$ cat config.mk
export PLATFORM = sky130hd
export DESIGN_NAME = pl0_token_scanner
export DESIGN_NICKNAME = d
export VERILOG_FILES = /design/src/hdl/pl0ts_pkg.sv /design/src/hdl/pl0ts_kw_match.sv /design/src/hdl/pl0ts_tok_queue.sv /design/src/hdl/pl0_token_scanner.sv
export SDC_FILE = /design/constraint.sdc
export NUM_CORES = 2
export LEC_CHECK = 0
export ABC_AREA = 0
export BUFFER_PORTS_ARGS = -buffer_cell sky130_fd_sc_hd__buf_2
export CORE_MARGIN = 4
export CORE_UTILIZATION = 50
export CTS_BUF_LIST = sky130_fd_sc_hd__clkbuf_8 sky130_fd_sc_hd__clkbuf_16
export DETAILED_ROUTE_END_ITERATION = 6
export PLACE_DENSITY = 0.67
export SYNTH_ARGS = -nofsm -noshare
export SYNTH_HDL_FRONTEND = slang
export SYNTH_HIERARCHICAL = 1
export SYNTH_SLANG_ARGS = --single-unit
$ cat constraint.sdc
create_clock -name aclk -period 19.75 [get_ports aclk]
set_input_delay 1.975 -clock aclk [delete_from_list [all_inputs] [get_ports aclk]]
set_output_delay 1.975 -clock aclk [all_outputs]
set_load 0.03 [all_outputs]
$ cat src/hdl/pl0ts_pkg.sv
// pl0ts_pkg: token codes, character constants, reserved word table and the
// token record shared by the scanner top level, keyword matcher and result queue.
// No dependencies.
package pl0ts_pkg;

    localparam int SYM_W      = 6;
    localparam int VALUE_W    = 47;
    localparam int HEAD_W     = 64;
    localparam int TAIL_W     = 16;
    localparam int LEN_W      = 4;
    localparam int NAME_BYTES = 10;
    localparam int NAME_W     = NAME_BYTES * 8;
    localparam int KW_COUNT   = 14;
    localparam int QUEUE_DEPTH = 4;
    localparam int QPTR_W     = 2;
    localparam int QCNT_W     = 3;

    // token codes
    localparam logic [SYM_W-1:0] SY_NUL     = 6'd12;
    localparam logic [SYM_W-1:0] SY_IDENT   = 6'd13;
    localparam logic [SYM_W-1:0] SY_NUMBER  = 6'd14;
    localparam logic [SYM_W-1:0] SY_PLUS    = 6'd15;
    localparam logic [SYM_W-1:0] SY_MINUS   = 6'd16;
    localparam logic [SYM_W-1:0] SY_TIMES   = 6'd17;
    localparam logic [SYM_W-1:0] SY_SLASH   = 6'd18;
    localparam logic [SYM_W-1:0] SY_EQL     = 6'd19;
    localparam logic [SYM_W-1:0] SY_NEQ     = 6'd20;
    localparam logic [SYM_W-1:0] SY_LSS     = 6'd21;
    localparam logic [SYM_W-1:0] SY_LEQ     = 6'd22;
    localparam logic [SYM_W-1:0] SY_GTR     = 6'd23;
    localparam logic [SYM_W-1:0] SY_GEQ     = 6'd24;
    localparam logic [SYM_W-1:0] SY_LPAREN  = 6'd25;
    localparam logic [SYM_W-1:0] SY_RPAREN  = 6'd26;
    localparam logic [SYM_W-1:0] SY_COMMA   = 6'd27;
    localparam logic [SYM_W-1:0] SY_SEMI    = 6'd28;
    localparam logic [SYM_W-1:0] SY_COLON   = 6'd29;
    localparam logic [SYM_W-1:0] SY_PERIOD  = 6'd30;
    localparam logic [SYM_W-1:0] SY_BECOMES = 6'd31;
    localparam logic [SYM_W-1:0] SY_TOOBIG  = 6'd34;

    // character constants
    localparam logic [7:0] CH_TAB     = 8'h09;
    localparam logic [7:0] CH_LF      = 8'h0A;
    localparam logic [7:0] CH_CR      = 8'h0D;
    localparam logic [7:0] CH_SPACE   = 8'h20;
    localparam logic [7:0] CH_QUOTE   = 8'h22;
    localparam logic [7:0] CH_HASH    = 8'h23;
    localparam logic [7:0] CH_LPAREN  = 8'h28;
    localparam logic [7:0] CH_RPAREN  = 8'h29;
    localparam logic [7:0] CH_STAR    = 8'h2A;
    localparam logic [7:0] CH_PLUS    = 8'h2B;
    localparam logic [7:0] CH_COMMA   = 8'h2C;
    localparam logic [7:0] CH_MINUS   = 8'h2D;
    localparam logic [7:0] CH_PERIOD  = 8'h2E;
    localparam logic [7:0] CH_SLASH   = 8'h2F;
    localparam logic [7:0] CH_ZERO    = 8'h30;
    localparam logic [7:0] CH_NINE    = 8'h39;
    localparam logic [7:0] CH_COLON   = 8'h3A;
    localparam logic [7:0] CH_SEMI    = 8'h3B;
    localparam logic [7:0] CH_LESS    = 8'h3C;
    localparam logic [7:0] CH_EQUAL   = 8'h3D;
    localparam logic [7:0] CH_GREATER = 8'h3E;
    localparam logic [7:0] CH_AT      = 8'h40;
    localparam logic [7:0] CH_UPPER_A = 8'h41;
    localparam logic [7:0] CH_UPPER_Z = 8'h5A;

    // reserved words, left aligned, zero padded to ten characters
    localparam logic [NAME_W-1:0] KW_TEXT [KW_COUNT] = '{
        {"BEGIN", 40'd0}, {"CALL", 48'd0}, {"CONST", 40'd0}, {"DO", 64'd0},
        {"END", 56'd0}, {"IF", 64'd0}, {"ELSE", 48'd0}, {"ODD", 56'd0},
        {"PROCEDURE", 8'd0}, {"THEN", 48'd0}, {"VAR", 56'd0}, {"WHILE", 40'd0},
        {"REPEAT", 32'd0}, {"UNTIL", 40'd0}
    };
    localparam logic [LEN_W-1:0] KW_LEN [KW_COUNT] = '{
        4'd5, 4'd4, 4'd5, 4'd2, 4'd3, 4'd2, 4'd4, 4'd3, 4'd9, 4'd4, 4'd3, 4'd5,
        4'd6, 4'd5
    };
    localparam logic [SYM_W-1:0] KW_CODE [KW_COUNT] = '{
        6'd0, 6'd1, 6'd2, 6'd3, 6'd4, 6'd5, 6'd6, 6'd7, 6'd8, 6'd9, 6'd10,
        6'd11, 6'd32, 6'd33
    };

    typedef struct packed {
        logic [SYM_W-1:0]   symbol;
        logic [VALUE_W-1:0] number_value;
        logic [HEAD_W-1:0]  ident_head;
        logic [TAIL_W-1:0]  ident_tail;
        logic [LEN_W-1:0]   ident_length;
        logic               last_of_run;
    } tok_t;

    function automatic tok_t mk_tok(input logic [SYM_W-1:0] sym);
        tok_t t;
        t = '0;
        t.symbol = sym;
        return t;
    endfunction

    function automatic logic [SYM_W-1:0] single_char(input logic [7:0] c);
        logic [SYM_W-1:0] s;
        unique case (c)
            CH_PLUS:   s = SY_PLUS;
            CH_MINUS:  s = SY_MINUS;
            CH_STAR:   s = SY_TIMES;
            CH_SLASH:  s = SY_SLASH;
            CH_EQUAL:  s = SY_EQL;
            CH_HASH:   s = SY_NEQ;
            CH_QUOTE:  s = SY_LEQ;
            CH_AT:     s = SY_GEQ;
            CH_LPAREN: s = SY_LPAREN;
            CH_RPAREN: s = SY_RPAREN;
            CH_COMMA:  s = SY_COMMA;
            CH_SEMI:   s = SY_SEMI;
            CH_PERIOD: s = SY_PERIOD;
            default:   s = SY_NUL;
        endcase
        return s;
    endfunction

endpackage

$ cat src/hdl/pl0ts_kw_match.sv
// pl0ts_kw_match: parallel exact compare of the held name against the
// fourteen reserved words. Depends on pl0ts_pkg.
module pl0ts_kw_match
    import pl0ts_pkg::*;
(
    input  logic [NAME_W-1:0] name_text,
    input  logic [LEN_W-1:0]  name_len,
    output logic              kw_hit,
    output logic [SYM_W-1:0]  kw_code
);

    logic [KW_COUNT-1:0] hits;

    // unused name bytes are zero, so a full-width compare equals a prefix compare
    genvar k;
    generate
        for (k = 0; k < KW_COUNT; k++) begin : g_kw
            assign hits[k] = (name_len == KW_LEN[k]) && (name_text == KW_TEXT[k]);
        end
    endgenerate

    always_comb begin
        kw_code = '0;
        for (int i = 0; i < KW_COUNT; i++) begin
            if (hits[i]) begin
                kw_code = kw_code | KW_CODE[i];
            end
        end
    end

    assign kw_hit = |hits;

endmodule

$ cat src/hdl/pl0ts_tok_queue.sv
// pl0ts_tok_queue: four-entry token queue, up to two words pushed and one
// popped per cycle. Depends on pl0ts_pkg.
module pl0ts_tok_queue
    import pl0ts_pkg::*;
(
    input  logic       aclk,
    input  logic       aresetn,
    input  logic [1:0] push_n,
    input  tok_t       push0,
    input  tok_t       push1,
    output logic       has_room,
    output logic       out_valid,
    input  logic       out_ready,
    output tok_t       out_tok
);

    tok_t              mem_reg [QUEUE_DEPTH];
    logic [QPTR_W-1:0] wr_ptr_reg, wr_ptr_next;
    logic [QPTR_W-1:0] rd_ptr_reg, rd_ptr_next;
    logic [QCNT_W-1:0] count_reg, count_next;
    logic              pop;
    logic [QPTR_W-1:0] wr_ptr_plus1;

    assign pop          = out_valid && out_ready;
    assign out_valid    = (count_reg != '0);
    assign out_tok      = mem_reg[rd_ptr_reg];
    assign has_room     = (count_reg <= QCNT_W'(QUEUE_DEPTH - 2));
    assign wr_ptr_plus1 = wr_ptr_reg + QPTR_W'(1);

    always_comb begin
        wr_ptr_next = wr_ptr_reg + QPTR_W'(push_n);
        rd_ptr_next = rd_ptr_reg + QPTR_W'(pop);
        count_next  = count_reg + QCNT_W'(push_n) - QCNT_W'(pop);
    end

    always_ff @(posedge aclk) begin
        if (push_n != 2'd0) begin
            mem_reg[wr_ptr_reg] <= push0;
        end
        if (push_n == 2'd2) begin
            mem_reg[wr_ptr_plus1] <= push1;
        end
    end

    always_ff @(posedge aclk) begin
        if (!aresetn) begin
            wr_ptr_reg <= '0;
            rd_ptr_reg <= '0;
            count_reg  <= '0;
        end else begin
            wr_ptr_reg <= wr_ptr_next;
            rd_ptr_reg <= rd_ptr_next;
            count_reg  <= count_next;
        end
    end

    a_count_bound: assert property (@(posedge aclk) disable iff (!aresetn)
        count_reg <= QCNT_W'(QUEUE_DEPTH))
        else $error("token queue overfilled");

    a_ptr_gap: assert property (@(posedge aclk) disable iff (!aresetn)
        (count_reg != QCNT_W'(QUEUE_DEPTH)) |-> (QCNT_W'(QPTR_W'(wr_ptr_reg - rd_ptr_reg)) == count_reg))
        else $error("queue pointers disagree with fill count");

    a_push_pair_fits: assert property (@(posedge aclk) disable iff (!aresetn)
        (push_n == 2'd2) |-> $past(has_room) || has_room || (count_reg <= QCNT_W'(QUEUE_DEPTH - 2)))
        else $error("two words pushed without room");

endmodule

$ cat src/hdl/pl0_token_scanner.sv
// pl0_token_scanner: PL/0 lexical scanner, one source byte per word in, one
// token per word out. Depends on pl0ts_pkg, pl0ts_kw_match, pl0ts_tok_queue.
//
//  channel | dir | tdata                         | tuser       | tlast
//  s_      | in  | source_char                   | action      | -
//  m_      | out | symbol,value,head,tail,length | -           | last_of_run
//
// one input word is taken per cycle while the four-entry token queue has two
// free slots; its tokens enter the queue at that same edge.
// a token is written into the queue when its word is accepted and is offered on m_ behind any tokens already queued.
// words that produce two tokens need two output transfers, so the output port sets
// the sustained rate when pairs are frequent.
// reset clears the scan state to idle and empties the queue.
module pl0_token_scanner
    import pl0ts_pkg::*;
#(
    parameter int MAX_NAME_CHARS = 10,
    parameter int MAX_DIGITS     = 14
) (
    input  logic         aclk,
    input  logic         aresetn,
    input  logic         s_tvalid,
    output logic         s_tready,
    input  logic [7:0]   s_tdata,   // [7:0] source_char
    input  logic         s_tuser,   // [0] action
    output logic         m_tvalid,
    input  logic         m_tready,
    output logic [143:0] m_tdata,   // [5:0] symbol, [52:6] number_value,
                                    // [116:53] ident_head, [132:117] ident_tail,
                                    // [136:133] ident_length, rest zero
    output logic         m_tlast    // last_of_run
);

    localparam int NC_W = $clog2(MAX_NAME_CHARS + 1);
    localparam int DC_W = $clog2(MAX_DIGITS + 1);

    localparam logic [2:0] MODE_IDLE    = 3'd0;
    localparam logic [2:0] MODE_NAME    = 3'd1;
    localparam logic [2:0] MODE_NUM     = 3'd2;
    localparam logic [2:0] MODE_COLON   = 3'd3;
    localparam logic [2:0] MODE_LESS    = 3'd4;
    localparam logic [2:0] MODE_GREATER = 3'd5;

    logic [2:0]         mode_reg, mode_next;
    logic [7:0]         name_buf_reg [MAX_NAME_CHARS];
    logic [7:0]         name_buf_next [MAX_NAME_CHARS];
    logic [NC_W-1:0]    name_count_reg, name_count_next;
    logic [VALUE_W-1:0] value_reg, value_next;
    logic [DC_W-1:0]    digit_count_reg, digit_count_next;
    logic               too_long_reg, too_long_next;

    logic               s_accept;
    logic [7:0]         c;
    logic               is_up, is_dig, is_space;
    logic [NAME_W-1:0]  name_text;
    logic               kw_hit;
    logic [SYM_W-1:0]   kw_code;
    logic               pending_valid;
    tok_t               pending_tok;
    logic               pair_hit;
    logic [SYM_W-1:0]   pair_sym;
    logic [VALUE_W-1:0] value_x10;
    logic               emit_a, emit_b;
    tok_t               tok_a, tok_b;
    tok_t               push0, push1;
    logic [1:0]         push_n;
    logic               has_room;
    tok_t               out_tok;

    assign s_tready = has_room;
    assign s_accept = s_tvalid && s_tready;
    assign c        = s_tdata;
    assign is_up    = (c >= CH_UPPER_A) && (c <= CH_UPPER_Z);
    assign is_dig   = (c >= CH_ZERO) && (c <= CH_NINE);
    assign is_space = (c == CH_SPACE) || (c == CH_CR) || (c == CH_LF);

    // held name as ten bytes, first character on top
    genvar g;
    generate
        for (g = 0; g < NAME_BYTES; g++) begin : g_name
            if (g < MAX_NAME_CHARS) begin : g_used
                assign name_text[NAME_W-1-8*g -: 8] = name_buf_reg[g];
            end else begin : g_pad
                assign name_text[NAME_W-1-8*g -: 8] = 8'd0;
            end
        end
    endgenerate

    pl0ts_kw_match u_kw (
        .name_text (name_text),
        .name_len  (LEN_W'(name_count_reg)),
        .kw_hit    (kw_hit),
        .kw_code   (kw_code)
    );

    // token that the current mode would flush
    always_comb begin
        pending_valid = 1'b1;
        pending_tok   = mk_tok(SY_NUL);
        unique case (mode_reg)
            MODE_NAME: begin
                if (kw_hit) begin
                    pending_tok = mk_tok(kw_code);
                end else begin
                    pending_tok              = mk_tok(SY_IDENT);
                    pending_tok.ident_head   = name_text[NAME_W-1 -: HEAD_W];
                    pending_tok.ident_tail   = name_text[TAIL_W-1:0];
                    pending_tok.ident_length = LEN_W'(name_count_reg);
                end
            end
            MODE_NUM: begin
                if (too_long_reg) begin
                    pending_tok = mk_tok(SY_TOOBIG);
                end else begin
                    pending_tok              = mk_tok(SY_NUMBER);
                    pending_tok.number_value = value_reg;
                end
            end
            MODE_COLON:   pending_tok = mk_tok(SY_COLON);
            MODE_LESS:    pending_tok = mk_tok(SY_LSS);
            MODE_GREATER: pending_tok = mk_tok(SY_GTR);
            default:      pending_valid = 1'b0;
        endcase
    end

    // second character of a two-character operator
    always_comb begin
        pair_hit = 1'b0;
        pair_sym = SY_BECOMES;
        unique case (mode_reg)
            MODE_COLON: begin
                pair_hit = (c == CH_EQUAL);
            end
            MODE_LESS: begin
                pair_hit = (c == CH_EQUAL) || (c == CH_GREATER);
                pair_sym = (c == CH_EQUAL) ? SY_LEQ : SY_NEQ;
            end
            MODE_GREATER: begin
                pair_hit = (c == CH_EQUAL);
                pair_sym = SY_GEQ;
            end
            default: pair_hit = 1'b0;
        endcase
    end

    assign value_x10 = {value_reg[VALUE_W-4:0], 3'b000} + {value_reg[VALUE_W-2:0], 1'b0};

    always_comb begin
        mode_next        = mode_reg;
        name_buf_next    = name_buf_reg;
        name_count_next  = name_count_reg;
        value_next       = value_reg;
        digit_count_next = digit_count_reg;
        too_long_next    = too_long_reg;
        emit_a           = 1'b0;
        emit_b           = 1'b0;
        tok_a            = pending_tok;
        tok_b            = mk_tok(single_char(c));
        if (s_accept) begin
            if (s_tuser) begin
                emit_a    = pending_valid;
                mode_next = MODE_IDLE;
            end else if (c != CH_TAB) begin
                priority if (mode_reg == MODE_NAME && (is_up || is_dig)) begin
                    for (int i = 0; i < MAX_NAME_CHARS; i++) begin
                        if (name_count_reg == NC_W'(i)) begin
                            name_buf_next[i] = c;
                        end
                    end
                    if (name_count_reg < NC_W'(MAX_NAME_CHARS)) begin
                        name_count_next = name_count_reg + NC_W'(1);
                    end
                end else if (mode_reg == MODE_NUM && is_dig) begin
                    if (digit_count_reg >= DC_W'(MAX_DIGITS)) begin
                        too_long_next = 1'b1;
                    end else begin
                        value_next       = value_x10 + VALUE_W'(c[3:0]);
                        digit_count_next = digit_count_reg + DC_W'(1);
                    end
                end else if (pair_hit) begin
                    emit_a    = 1'b1;
                    tok_a     = mk_tok(pair_sym);
                    mode_next = MODE_IDLE;
                end else begin
                    emit_a    = pending_valid;
                    mode_next = MODE_IDLE;
                    priority if (is_space) begin
                        mode_next = MODE_IDLE;
                    end else if (is_up) begin
                        for (int i = 0; i < MAX_NAME_CHARS; i++) begin
                            name_buf_next[i] = (i == 0) ? c : 8'd0;
                        end
                        name_count_next = NC_W'(1);
                        mode_next       = MODE_NAME;
                    end else if (is_dig) begin
                        value_next       = VALUE_W'(c[3:0]);
                        digit_count_next = DC_W'(1);
                        too_long_next    = 1'b0;
                        mode_next        = MODE_NUM;
                    end else if (c == CH_COLON) begin
                        mode_next = MODE_COLON;
                    end else if (c == CH_LESS) begin
                        mode_next = MODE_LESS;
                    end else if (c == CH_GREATER) begin
                        mode_next = MODE_GREATER;
                    end else begin
                        emit_b = 1'b1;
                    end
                end
            end
        end
    end

    // order the tokens of this word and mark the final one
    always_comb begin
        push0             = emit_a ? tok_a : tok_b;
        push0.last_of_run = !(emit_a && emit_b);
        push1             = tok_b;
        push1.last_of_run = 1'b1;
        push_n            = 2'(emit_a) + 2'(emit_b);
    end

    always_ff @(posedge aclk) begin
        if (!aresetn) begin
            mode_reg        <= MODE_IDLE;
            name_count_reg  <= '0;
            value_reg       <= '0;
            digit_count_reg <= '0;
            too_long_reg    <= 1'b0;
            for (int i = 0; i < MAX_NAME_CHARS; i++) begin
                name_buf_reg[i] <= 8'd0;
            end
        end else begin
            mode_reg        <= mode_next;
            name_count_reg  <= name_count_next;
            value_reg       <= value_next;
            digit_count_reg <= digit_count_next;
            too_long_reg    <= too_long_next;
            name_buf_reg    <= name_buf_next;
        end
    end

    pl0ts_tok_queue u_queue (
        .aclk      (aclk),
        .aresetn   (aresetn),
        .push_n    (push_n),
        .push0     (push0),
        .push1     (push1),
        .has_room  (has_room),
        .out_valid (m_tvalid),
        .out_ready (m_tready),
        .out_tok   (out_tok)
    );

    assign m_tdata = {7'd0, out_tok.ident_length, out_tok.ident_tail, out_tok.ident_head,
                      out_tok.number_value, out_tok.symbol};
    assign m_tlast = out_tok.last_of_run;

    a_name_count: assert property (@(posedge aclk) disable iff (!aresetn)
        (mode_reg == MODE_NAME) |->
            (name_count_reg != '0) && (name_count_reg <= NC_W'(MAX_NAME_CHARS)))
        else $error("name mode with bad character count");

    a_digit_count: assert property (@(posedge aclk) disable iff (!aresetn)
        (mode_reg == MODE_NUM) |->
            (digit_count_reg != '0) && (digit_count_reg <= DC_W'(MAX_DIGITS)))
        else $error("number mode with bad digit count");

    a_no_push_idle: assert property (@(posedge aclk) disable iff (!aresetn)
        !s_accept |-> (push_n == 2'd0))
        else $error("token pushed without an accepted word");

    a_symbol_range: assert property (@(posedge aclk) disable iff (!aresetn)
        m_tvalid |-> (m_tdata[5:0] <= SY_TOOBIG))
        else $error("symbol code out of range");

    a_reset_empty: assert property (@(posedge aclk)
        !aresetn |=> !m_tvalid)
        else $error("output valid right after reset");

endmodule

==> reports/metrics.cfg <==
[clock_network]
clk_pin_slew_worst_paths_ns = 0.06
cts_made_buffers = 78
cts_tree = built
ctsResizeCount = 0
post-cts-setup-buffers = 0
ctsRootBufferMaster = clkbuf_16
clk_path_buf_depth = 3
cts_sinks = 698
cts_max_level = 3
clk_latency_ns = 0.63
hold_buffers = 0

[run_status]
status = finished clean

[worst_setup_path]
reg2reg_depth = 12
end_kind = flip-flop
start_kind = input pin
r2r_slack_ns = 13.37
cp_max_fo = 48
required_ns = 20.11
critPathArrivalTime_ns = 7.86
critPathKind = input pin to flip-flop
worstReg2RegEnd = u_queue/mem_reg[3][88]
r2r-start = mode_reg[2]

[global_route]
use_met2_pct = 42.13
grt_use_total_pct = 23.57
grt_max_degree = 139
grtUsageMet3_pct = 3.201
grt-busiest-layer = met2
grtUsageMet1_pct = 29.77
grt_remaining_overflow = 0
grt_pass1_vias = 25760
grt_pass1_wl_mm = 150.7
antenna_found_initial = 9

[power_and_ir_drop]
p_switching_mw = 1.068
power_frac_seq_pct = 44.2
power.leakage_nw = 17.98
ir_drop_mv = 0.06026
p_comb_share_pct = 18.9
clock_power_share_pct = 36.9
p_int_mw = 2.668
swShare_pct = 28.58
power-per-cell-area_nw_per_um2 = 83.84

[final_layout]
mostFrequentLayoutCells = 552 x edfxtp_1, 540 x conb_1, 303 x mux2_2
final_common_cell = edfxtp_1
final_nets = 3477
post-route-util_pct = 58.27
largest_register_ffs = 552
drive_gt1_share_pct = 28.87
synthToLayoutAreaGrowth_pct = 14.77

[sta]
rsz0062_at_grt = no
min_period_ns = 7.505
worstMarginPinSlew_ns = 1.139
tns_ns = 0
fin_skew_ns = 0.02659
fin_crit_sh_pct = 38.00
fmax_mhz = 133.3
slew_headroom_pct = 23.36
setup_violations = 0
drv_slew = 0
hold_viol = 0
fin_hold_ws_ns = 0.4396

[yosys]
synth_ff_type = edfxtp_1
synthArstFlopShare_pct = 0
synth.top_cells.by_area = edfxtp_1 43%, mux2_2 8.8%, mux4_2 8.0%
seq_area_frac_synth_pct = 50.23
avgSynthCellArea_um2 = 14.19
syn_inst = 2736
ys_seq_elements = 698
synth_edf_count = 552
synth_top_area_cell = edfxtp_1
yosys_warnings = 6
synth_top_area_share_pct = 42.70
synth.cell_area_um2 = 38820
synth_cell_types = 108

[route]
dr.pass1.iters = 5
viasPerCell = 5.500
vias = 24530
drc = 0
drt.antenna.violating_nets = 0
wl_per_cell_um = 21.83
drt-total-wl_mm = 97.32
first_iter_violations = 1547

[placement]
io_buffers = 152
dpl.hpwl_mm = 61.53
gp_congestion = 0.9268

[floorplanning]
rows = 101
die_w_um = 286.6
start_util_pct = 50.77
dieArea_um2 = 82160
core_um2 = 76450
pin_count = 160
die_y_um = 286.6

[hold_path]
hp-class = flip-flop to flip-flop
min_to = name_buf_reg[15]
hp-start = name_buf_reg[15]
whs_path_depth = 2

[job]
max-cap-violations = 0

## metal layers
layer,vias to the layer above,share of wire (%)
met1,12460,42
met5,-,0.058
li1,11290,-
met4,10,2.6
met2,603,51
met3,164,4.3
## per-stage QoR
| stage | power (mW) | setup slack (ns) | std cells | instance area, um^2 |
|---|---|---|---|---|
| after floorplan | 2.213 | 5.285 | 3273 | 40830 |
| after global placement | 2.401 | 11.69 | 4312 | 42090 |
| after global routing | 3.881 | 11.94 | 4458 | 44550 |
| final | 3.735 | 12.25 | 4459 | 44550 |
| after CTS | 3.784 | 12.24 | 4456 | 44540 |
| after detailed placement | 2.404 | 11.60 | 4312 | 42090 |
## worst max-delay path by stage
stage / end / depth (start not counted) / start / slack, ns
6_report: u_queue/mem_reg[3][88] / 14 / s_tdata[2] / 12.25
4_1_cts: u_queue/mem_reg[3][136] / 14 / s_tdata[2] / 12.24
3_3_place_gp: u_queue/mem_reg[3][136] / 14 / s_tdata[2] / 11.69
2_1_floorplan: u_queue/mem_reg[0][0] / 12 / s_tdata[3] / 5.28
3_5_place_dp: u_queue/mem_reg[3][136] / 14 / s_tdata[2] / 11.60
5_1_grt: u_queue/mem_reg[3][136] / 14 / s_tdata[2] / 11.94
## final cells by class
| cell class | count | area [um^2] |
|---|---|---|
| Antenna cell | 3 | 7.507 |
| Clock buffer | 92 | 2190 |
| Clock inverter | 52 | 266.5 |
| Fill cell | 6214 | 31910 |
| Inverter | 32 | 120.1 |
| Multi-Input combinational cell | 2374 | 20160 |
| Sequential cell | 698 | 19510 |
| Tap cell | 1030 | 1289 |
| Timing Repair Buffer | 178 | 1006 |
## power groups by stage
stage / clock, mW / sequential (mW) / combinational (mW)
final: 1.38 / 1.65 / 0.705
after detailed placement: 0 / 1.68 / 0.720
after global routing: 1.48 / 1.66 / 0.750
after global placement: 0 / 1.68 / 0.721
after CTS: 1.41 / 1.65 / 0.722
after floorplan: 0 / 1.67 / 0.539
## logic make-up (layout without fill, tap and decap cells)
logic type	after synthesis	after routing	share of synthesized area, %
muxes	752	752	27.60
DFF	698	698	50.23
and+or+nand+nor	637	637	9.296
AOI/OAI and AO/OA	294	294	5.186
buffers and inverters	201	354	3.130
adders and majority gates	102	102	3.346
xor gates and xnor gates	49	49	1.176
other	3	543	0.02901
## worst max-delay path, stage by stage
cell and delay, ns:
buf_2 0.36, nor3_2 0.09, nor3b_2 0.18, a211o_4 0.39
a21oi_4 0.37, nor3_4 0.10, o21bai_4 0.33, a21oi_2 0.07
a21boi_4 0.20, ha_1 0.45, and4bb_4 1.07, buf_4 0.87
buf_4 0.94, mux2_4 0.36
## cell usage after synthesis, drive strengths merged, types with 58 or more instances
master,count
mux2i,58
o21ai,61
buf,112
mux2,556
dfxtp,146
a21oi,84
ha,99
edfxtp,552
and2,141
mux4,138
nand2,127
nor2,144
No activity file was read; power rests on OpenSTA's default activity.
